==> config.mk <==
export PLATFORM = sky130hd
export DESIGN_NAME = egg_drop_min_trials_unit
export DESIGN_NICKNAME = d
export VERILOG_FILES = /design/src/hdl/edmt_pkg.sv /design/src/hdl/edmt_ram.sv /design/src/hdl/edmt_update.sv /design/src/hdl/egg_drop_min_trials_unit.sv
export VERILOG_INCLUDE_DIRS = /design/src /design/src/hdl
export SDC_FILE = /design/constraint.sdc
export NUM_CORES = 1
export LEC_CHECK = 0
export BUFFER_PORTS_ARGS = -buffer_cell sky130_fd_sc_hd__buf_2
export CORE_MARGIN = 2
export CORE_UTILIZATION = 50
export DETAILED_ROUTE_END_ITERATION = 8
export GPL_TIMING_DRIVEN = 1
export PLACE_DENSITY = 0.67
export SYNTH_ARGS = -nofsm -noshare
export SYNTH_HDL_FRONTEND = slang
export SYNTH_HIERARCHICAL = 1
export SYNTH_SLANG_ARGS = --single-unit
==> constraint.sdc <==
create_clock -name clk -period 4.9 [get_ports clk]
set_input_delay 0.49 -clock clk [delete_from_list [all_inputs] [get_ports clk]]
set_output_delay 0.49 -clock clk [all_outputs]
set_load 0.02 [all_outputs]
==> src/hdl/egg_drop_min_trials_unit_macros.svh <==
// Assertion helpers shared by the egg drop unit.
// Every macro samples on clk and is disabled while rst_n is low.
`ifndef EGG_DROP_MIN_TRIALS_UNIT_MACROS_SVH
`define EGG_DROP_MIN_TRIALS_UNIT_MACROS_SVH

// Same-cycle implication
`define EDMT_ASSERT_SAME(label, ante, cons) \
  label: assert property (@(posedge clk) disable iff (!rst_n) (ante) |-> (cons)) \
    else $error("edmt assertion failed");

// Next-cycle implication
`define EDMT_ASSERT_NEXT(label, ante, cons) \
  label: assert property (@(posedge clk) disable iff (!rst_n) (ante) |=> (cons)) \
    else $error("edmt assertion failed");

`endif

==> src/hdl/edmt_pkg.sv <==
// ----------------------------------------------------------------------------
// edmt_pkg
// Shared constants of the egg drop minimum trials unit.
// ----------------------------------------------------------------------------
package edmt_pkg;

  // Default sizes
  localparam int DEF_MAX_EGGS   = 16;
  localparam int DEF_MAX_FLOORS = 1024;

  // Fixed port widths
  localparam int EGG_IN_W  = 16;
  localparam int FLOOR_W   = 11;

  // Width of a count that can hold the given floor limit, never under FLOOR_W
  function automatic int count_width(input int max_floors);
    int w;
    w = $clog2(max_floors + 1);
    return (w > FLOOR_W) ? w : FLOOR_W;
  endfunction

endpackage

==> src/hdl/edmt_ram.sv <==
// ----------------------------------------------------------------------------
// edmt_ram
// Generic single write port, single read port RAM with registered read.
// ----------------------------------------------------------------------------
module edmt_ram #(
  parameter int WIDTH = 11,
  parameter int DEPTH = 17,
  parameter int AW    = $clog2(DEPTH)
) (
  input  logic             clk,
  input  logic             we,
  input  logic [AW-1:0]    waddr,
  input  logic [WIDTH-1:0] wdata,
  input  logic [AW-1:0]    raddr,
  output logic [WIDTH-1:0] rdata
);

  logic [WIDTH-1:0] mem [DEPTH];

  // Write port and registered read
  always_ff @(posedge clk) begin
    if (we) begin
      mem[waddr] <= wdata;
    end
    rdata <= mem[raddr];
  end

endmodule

==> src/hdl/edmt_update.sv <==
// ----------------------------------------------------------------------------
// edmt_update
// Shared update unit: saturating count step and coverage compare.
// ----------------------------------------------------------------------------
module edmt_update #(
  parameter int MAX_FLOORS = edmt_pkg::DEF_MAX_FLOORS,
  parameter int VW         = edmt_pkg::count_width(MAX_FLOORS)
) (
  input  logic [VW-1:0] old_val,
  input  logic [VW-1:0] prev_val,
  input  logic [VW-1:0] floors,
  output logic [VW-1:0] new_val,
  output logic          covered
);

  logic [VW+1:0] sum;

  // new = old + prev + 1, clipped at the floor limit
  always_comb begin
    sum     = {2'b00, old_val} + {2'b00, prev_val} + (VW+2)'(1);
    new_val = (sum > (VW+2)'(MAX_FLOORS)) ? VW'(MAX_FLOORS) : sum[VW-1:0];
    covered = (new_val >= floors);
  end

endmodule

==> src/hdl/egg_drop_min_trials_unit.sv <==
// ----------------------------------------------------------------------------
// egg_drop_min_trials_unit
// Least worst-case drop count for a given egg and floor count.
// ----------------------------------------------------------------------------
// Channel  Direction  Ports                               Transfer
// input    in         start, in_egg_count, in_floor_count start && !busy
// result   out        out_valid, out_min_drops, out_invalid  out_valid (1 cycle)
//
// Zero or one floor, zero or one egg: result strobes in the cycle after start.
// Otherwise with E clamped eggs and result D: the sequencer clears count RAM
// entries 1..E, then D rounds of read/update over entries 1..E through the count
// RAM and the shared update unit; the result strobes in the cycle after the last update.
// On a table run busy is high from the cycle after start until the result
// strobes; the short cases never raise busy.
// Reset clears the sequencer only; each table run clears the count RAM itself.
// The result strobe cannot be stalled.
`include "egg_drop_min_trials_unit_macros.svh"

module egg_drop_min_trials_unit #(
  parameter int MAX_EGGS   = edmt_pkg::DEF_MAX_EGGS,
  parameter int MAX_FLOORS = edmt_pkg::DEF_MAX_FLOORS
) (
  input  logic                         clk,
  input  logic                         rst_n,
  input  logic                         start,
  output logic                         busy,
  input  logic [edmt_pkg::EGG_IN_W-1:0] in_egg_count,
  input  logic [edmt_pkg::FLOOR_W-1:0]  in_floor_count,
  output logic                         out_valid,
  output logic [edmt_pkg::FLOOR_W-1:0]  out_min_drops,
  output logic                         out_invalid
);

  localparam int VW    = edmt_pkg::count_width(MAX_FLOORS);
  localparam int DEPTH = MAX_EGGS + 1;
  localparam int EW    = $clog2(DEPTH);
  localparam int FW    = edmt_pkg::FLOOR_W;

  // Sequencer states
  localparam logic [1:0] S_IDLE = 2'd0;
  localparam logic [1:0] S_CLR  = 2'd1;
  localparam logic [1:0] S_RD   = 2'd2;
  localparam logic [1:0] S_UPD  = 2'd3;

  logic [1:0]    state_r, state_nxt;
  logic [EW-1:0] e_r, e_nxt;
  logic [EW-1:0] eggs_r, eggs_nxt;
  logic [VW-1:0] floors_r, floors_nxt;
  logic [VW-1:0] prev_r, prev_nxt;
  logic [FW-1:0] drops_r, drops_nxt;
  logic          valid_r, valid_nxt;
  logic [FW-1:0] res_r, res_nxt;
  logic          bad_r, bad_nxt;

  logic [EW-1:0] eggs_cl;
  logic [VW-1:0] floors_cl;
  logic          accept;

  logic          ram_we;
  logic [VW-1:0] ram_wdata;
  logic [VW-1:0] ram_rdata;
  logic [VW-1:0] upd_val;
  logic          upd_covered;

  assign accept = start && (state_r == S_IDLE);
  assign busy   = (state_r != S_IDLE);

  // Input clamping
  always_comb begin
    eggs_cl   = (in_egg_count > edmt_pkg::EGG_IN_W'(MAX_EGGS)) ? EW'(MAX_EGGS)
                                                               : in_egg_count[EW-1:0];
    floors_cl = (VW'(in_floor_count) > VW'(MAX_FLOORS)) ? VW'(MAX_FLOORS)
                                                        : VW'(in_floor_count);
  end

  // Count RAM, one entry per egg count
  edmt_ram #(
    .WIDTH (VW),
    .DEPTH (DEPTH),
    .AW    (EW)
  ) u_ram (
    .clk   (clk),
    .we    (ram_we),
    .waddr (e_r),
    .wdata (ram_wdata),
    .raddr (e_r),
    .rdata (ram_rdata)
  );

  // Shared update unit
  edmt_update #(
    .MAX_FLOORS (MAX_FLOORS),
    .VW         (VW)
  ) u_update (
    .old_val  (ram_rdata),
    .prev_val (prev_r),
    .floors   (floors_r),
    .new_val  (upd_val),
    .covered  (upd_covered)
  );

  // Sequencer
  always_comb begin
    state_nxt  = state_r;
    e_nxt      = e_r;
    eggs_nxt   = eggs_r;
    floors_nxt = floors_r;
    prev_nxt   = prev_r;
    drops_nxt  = drops_r;
    valid_nxt  = 1'b0;
    res_nxt    = res_r;
    bad_nxt    = bad_r;
    ram_we     = 1'b0;
    ram_wdata  = '0;
    case (state_r)
      S_IDLE: begin
        if (accept) begin
          eggs_nxt   = eggs_cl;
          floors_nxt = floors_cl;
          if (floors_cl <= VW'(1)) begin
            valid_nxt = 1'b1;
            res_nxt   = floors_cl[FW-1:0];
            bad_nxt   = 1'b0;
          end else if (eggs_cl == '0) begin
            valid_nxt = 1'b1;
            res_nxt   = '0;
            bad_nxt   = 1'b1;
          end else if (eggs_cl == EW'(1)) begin
            valid_nxt = 1'b1;
            res_nxt   = floors_cl[FW-1:0];
            bad_nxt   = 1'b0;
          end else begin
            state_nxt = S_CLR;
            e_nxt     = EW'(1);
            drops_nxt = '0;
          end
        end
      end
      S_CLR: begin
        // zero entries 1..eggs
        ram_we = 1'b1;
        if (e_r == eggs_r) begin
          state_nxt = S_RD;
          e_nxt     = EW'(1);
          prev_nxt  = '0;
        end else begin
          e_nxt = e_r + EW'(1);
        end
      end
      S_RD: begin
        state_nxt = S_UPD;
      end
      S_UPD: begin
        // entry e takes old[e] + old[e-1] + 1, upward order keeps old[e-1]
        ram_we    = 1'b1;
        ram_wdata = upd_val;
        prev_nxt  = ram_rdata;
        if (e_r == eggs_r) begin
          drops_nxt = drops_r + FW'(1);
          if (upd_covered) begin
            state_nxt = S_IDLE;
            valid_nxt = 1'b1;
            res_nxt   = drops_r + FW'(1);
            bad_nxt   = 1'b0;
          end else begin
            state_nxt = S_RD;
            e_nxt     = EW'(1);
            prev_nxt  = '0;
          end
        end else begin
          state_nxt = S_RD;
          e_nxt     = e_r + EW'(1);
        end
      end
      default: begin
        state_nxt = S_IDLE;
      end
    endcase
  end

  // Control registers
  always_ff @(posedge clk) begin
    if (!rst_n) begin
      state_r <= S_IDLE;
      valid_r <= 1'b0;
    end else begin
      state_r <= state_nxt;
      valid_r <= valid_nxt;
    end
  end

  // Payload registers
  always_ff @(posedge clk) begin
    e_r      <= e_nxt;
    eggs_r   <= eggs_nxt;
    floors_r <= floors_nxt;
    prev_r   <= prev_nxt;
    drops_r  <= drops_nxt;
    res_r    <= res_nxt;
    bad_r    <= bad_nxt;
  end

  assign out_valid     = valid_r;
  assign out_min_drops = res_r;
  assign out_invalid   = bad_r;

  // Checks
  `EDMT_ASSERT_SAME(a_invalid_zero, out_valid && out_invalid, out_min_drops == '0)
  `EDMT_ASSERT_SAME(a_drops_bound, state_r != S_IDLE, VW'(drops_r) < floors_r)
  `EDMT_ASSERT_SAME(a_index_range, state_r == S_UPD, (e_r != '0) && (e_r <= eggs_r))
  `EDMT_ASSERT_NEXT(a_trivial_floor, accept && (in_floor_count <= FW'(1)),
                    out_valid && (out_min_drops == $past(in_floor_count)))

endmodule

==> flow_summary.json <==
{
  "outcome": "completed",
  "grt_overflow": 0,
  "num_io_pins": 44,
  "postLayoutCellArea_sq_um": 12600,
  "crit_fanout": 5,
  "io_buffers": 43,
  "vias": 6026,
  "yosysSeqAreaShare_pct": 67.9,
  "hold_buffers": 0,
  "drt.antenna.violating_nets": 0,
  "cp-startpoint": "prev_r[0]",
  "drv_cap": 0,
  "hold_start": "rst_n",
  "drc_errors": 0,
  "tritoncts": "yes",
  "wl_per_cell_um": 21.3,
  "clock_tree.root_cell": "clkbuf_16",
  "ys_ff_latch": 256,
  "p_leak_nw": 4.73,
  "cts_max_level": 1,
  "yosysUniqueCellTypes": 59,
  "chipHeight_um": 153,
  "max_clock_freq_ghz": 0.216,
  "p_total_mw": 7.28,
  "routed.top_layer": "met4",
  "ir_worst_vdd_mv": 0.439,
  "final_net_count": 801,
  "clkTransAtPathRegs_ns": 0.06,
  "die_w_um": 153,
  "synth_top_area_share_pct": 65.4,
  "netlist_area_sq_um": 11100,
  "grt_antenna_before_repair": 0,
  "synth_edf_count": 242,
  "post-route-min-period_ns": 4.62,
  "dp_hpwl_mm": 14.7,
  "power_density_nw_per_um2": 579,
  "grt_pass1_vias": 6145,
  "drive_gt1_share_pct": 22.9,
  "synth_warnings": 6,
  "finalHoldViolations": 0,
  "worstHoldPathType": "primary input to register",
  "place_area_sq_um": 11700,
  "gp_congestion": 0.816,
  "final_core_util_pct": 57.7,
  "antennaDiodeCount": 0,
  "worstSetupEndpointType": "register",
  "firstDrtPassIters": 5,
  "syn-num-nets": 730,
  "crit_type": "register to register",
  "r2r_start": "prev_r[0]",
  "period_share_pct": 94.4,
  "cp.required_ns": 5.13,
  "tightest_slew_ns": 1.20,
  "clock-sinks": 256,
  "n_fill_cell": 1670,
  "drv_slew": 0,
  "setup_violations": 0,
  "core-area_sq_um": 21800,
  "routed_wirelength_mm": 22.1,
  "grt_start_max_net_pins": 28,
  "avgSynthCellArea_sq_um": 16.6,
  "area_growth_pct": 13.3,
  "initialDrtViolationCount": 552,
  "critPathLaunchType": "register",
  "vias_per_cell": 5.80,
  "synth_cells": 669,
  "track_usage_pct": 18.9,
  "synth_area_leader_cell": "edfxtp_1",
  "slew_headroom_pct": 19.6,
  "core.rowCount": 54,
  "wl_met2_mm": 11.2,
  "grt_first_pass_wirelength_mm": 34.2,
  "dieArea_sq_um": 23400,
  "synth_ff_type": "edfxtp_1",
  "async_flop_share_pct": 0,
  "cts_made_buffers": 26,
  "arrival_ns": 4.86,
  "start_util_pct": 50.9,
  "wl_met1_mm": 9.33,
  "worstSkewPairLatency_ns": 0.52,
  "wl_met3_mm": 1.23,
  "skew_ns": 0.0113,
  "synth.area.top_cells": "edfxtp_1, mux4_2, ha_1, dfxtp_1, nor2_1",
  "clock_path_buffers": 3
}
## per-stage QoR
stage / instances / hold slack [ns] / TNS (ns) / worst slack, ns
2_1_floorplan: 669 / 0.493 / 0 / 0.310
3_3_place_gp: 988 / 0.511 / 0 / 0.0506
3_5_place_dp: 988 / 0.532 / -1.92 / -0.160
4_1_cts: 1035 / 0.248 / 0 / 0.133
5_1_grt: 1039 / 0.272 / -0.115 / -0.0253
6_report: 1039 / 0.268 / 0 / 0.276
## sequential cells by signal, indices dropped and copies added (netlist names)
register	flops
eggs_r	5
u_ram/rdata	11
e_r	5
prev_r	11
out_min_drops	11
state_r	2
u_ram/mem	187
drops_r	11
floors_r	11
out_valid	1
out_invalid	1
## where the power goes
group / switching (mW) / total, mW / internal (mW)
clock network: 0.778 / 1.98 / 1.21
logic: 1.37 / 2.38 / 1.01
registers: 0.185 / 2.91 / 2.73
total: 2.33 / 7.28 / 4.95
## Yosys cell counts, types with 2 or more instances
master    instances
edfxtp_1        242
nor2_1           56
mux4_2           39
and2_1           30
ha_1             30
inv_1            25
nand2_1          18
a21oi_1          14
dfxtp_1          14
mux2i_1          13
nor2b_1          13
o22ai_1          13
clkbuf_1         12
nand3_1          12
xnor2_1          12
a221oi_2         11
xor2_1           11
a21o_1           10
o21ai_0           9
buf_6             7
nand2b_1          6
nor3_1            6
mux4_1            5
and3_1            4
buf_2             4
nor4_1            4
a211oi_1          3
a31o_2            3
nand4_1           3
o21a_1            3
o21ai_1           3
or2_2             3
a211o_1           2
a221oi_1          2
a311o_1           2
o211ai_1          2
## layout by cell type, fill, tap and decap left out, types with 6 or more instances in the layout
| cell type | netlist | layout |
|---|---|---|
| buf_2 | 4 | 43 |
| o21ai_0 | 9 | 9 |
| inv_1 | 25 | 25 |
| xnor2_1 | 12 | 12 |
| nor2b_1 | 13 | 13 |
| edfxtp_1 | 242 | 242 |
| xor2_1 | 11 | 11 |
| mux2i_1 | 13 | 13 |
| nor3_1 | 6 | 6 |
| clkinv_1 | 0 | 7 |
| ha_1 | 30 | 30 |
| nand2b_1 | 6 | 6 |
| o22ai_1 | 13 | 13 |
| a221oi_2 | 11 | 11 |
| dfxtp_1 | 14 | 14 |
| mux4_2 | 39 | 39 |
| clkinv_2 | 0 | 6 |
| nor2_1 | 56 | 56 |
| a21oi_1 | 14 | 12 |
| and2_1 | 30 | 30 |
| a21o_1 | 10 | 10 |
| nand2_1 | 18 | 18 |
| buf_4 | 1 | 25 |
| nand3_1 | 12 | 12 |
| clkbuf_16 | 0 | 27 |
## layer usage
layer	vias up	global-route usage, %
met5	-	0
met4	0	4.76
met3	26	3.71
met2	134	31.7
met1	3101	25.8
li1	2765	-
## critical path, stage by stage, from the launching register on
cell and delay (ns):
edfxtp_1 0.36, inv_1 0.06, ha_1 0.15, inv_1 0.05, fa_1 0.42, a211oi_2 0.25, o21ai_1 0.13, a311o_1 0.33
xor2_1 0.14, a311o_1 0.30, or2_2 0.28, ha_1 0.26, nand2b_1 0.14, a21o_1 0.17, a21o_1 0.17, a211o_1 0.29
a21oi_1 0.14, o21ai_0 0.16, nand3_1 0.14, nor3b_2 0.20, buf_4 0.18
## final timing paths
kind | to | slack, ns | cells past startpoint
worst max-delay path | e_r[3] | 0.28 | 20
worst min-delay path | out_valid | 0.27 | 3
worst max register to register | e_r[3] | 0.28 | 20
worst min register to register | prev_r[0] | 0.55 | 1
## cells by family after synthesis
group	Yosys count	share of synthesized area, %
AND/OR/NAND/NOR	166	7.78
multiplexers	57	10.3
adder cells (fa/ha/maj)	31	3.56
buffers and inverters	51	2.52
XOR/XNOR	23	1.81
flip-flops	256	67.9
AO/OA/AOI/OAI	85	6.12
## repair_timing
action,in CTS,in global routing
resized for setup,1,3
buffers inserted,0,4
gates cloned,0,0
pin swaps,0,3
endpoints found under the setup margin,12,28
## final cells by class
type / count / area, sq um / share of cell area [%]
clock inverter: 18 / 184 / 1.46
timing repair buffer: 69 / 423 / 3.36
tap: 280 / 350 / 2.78
clock buffer: 29 / 683 / 5.43
sequential: 256 / 7550 / 60.0
inverter: 25 / 93.8 / 0.746
multi-input combinational: 362 / 3300 / 26.2
(Power assumes the default switching activity.)
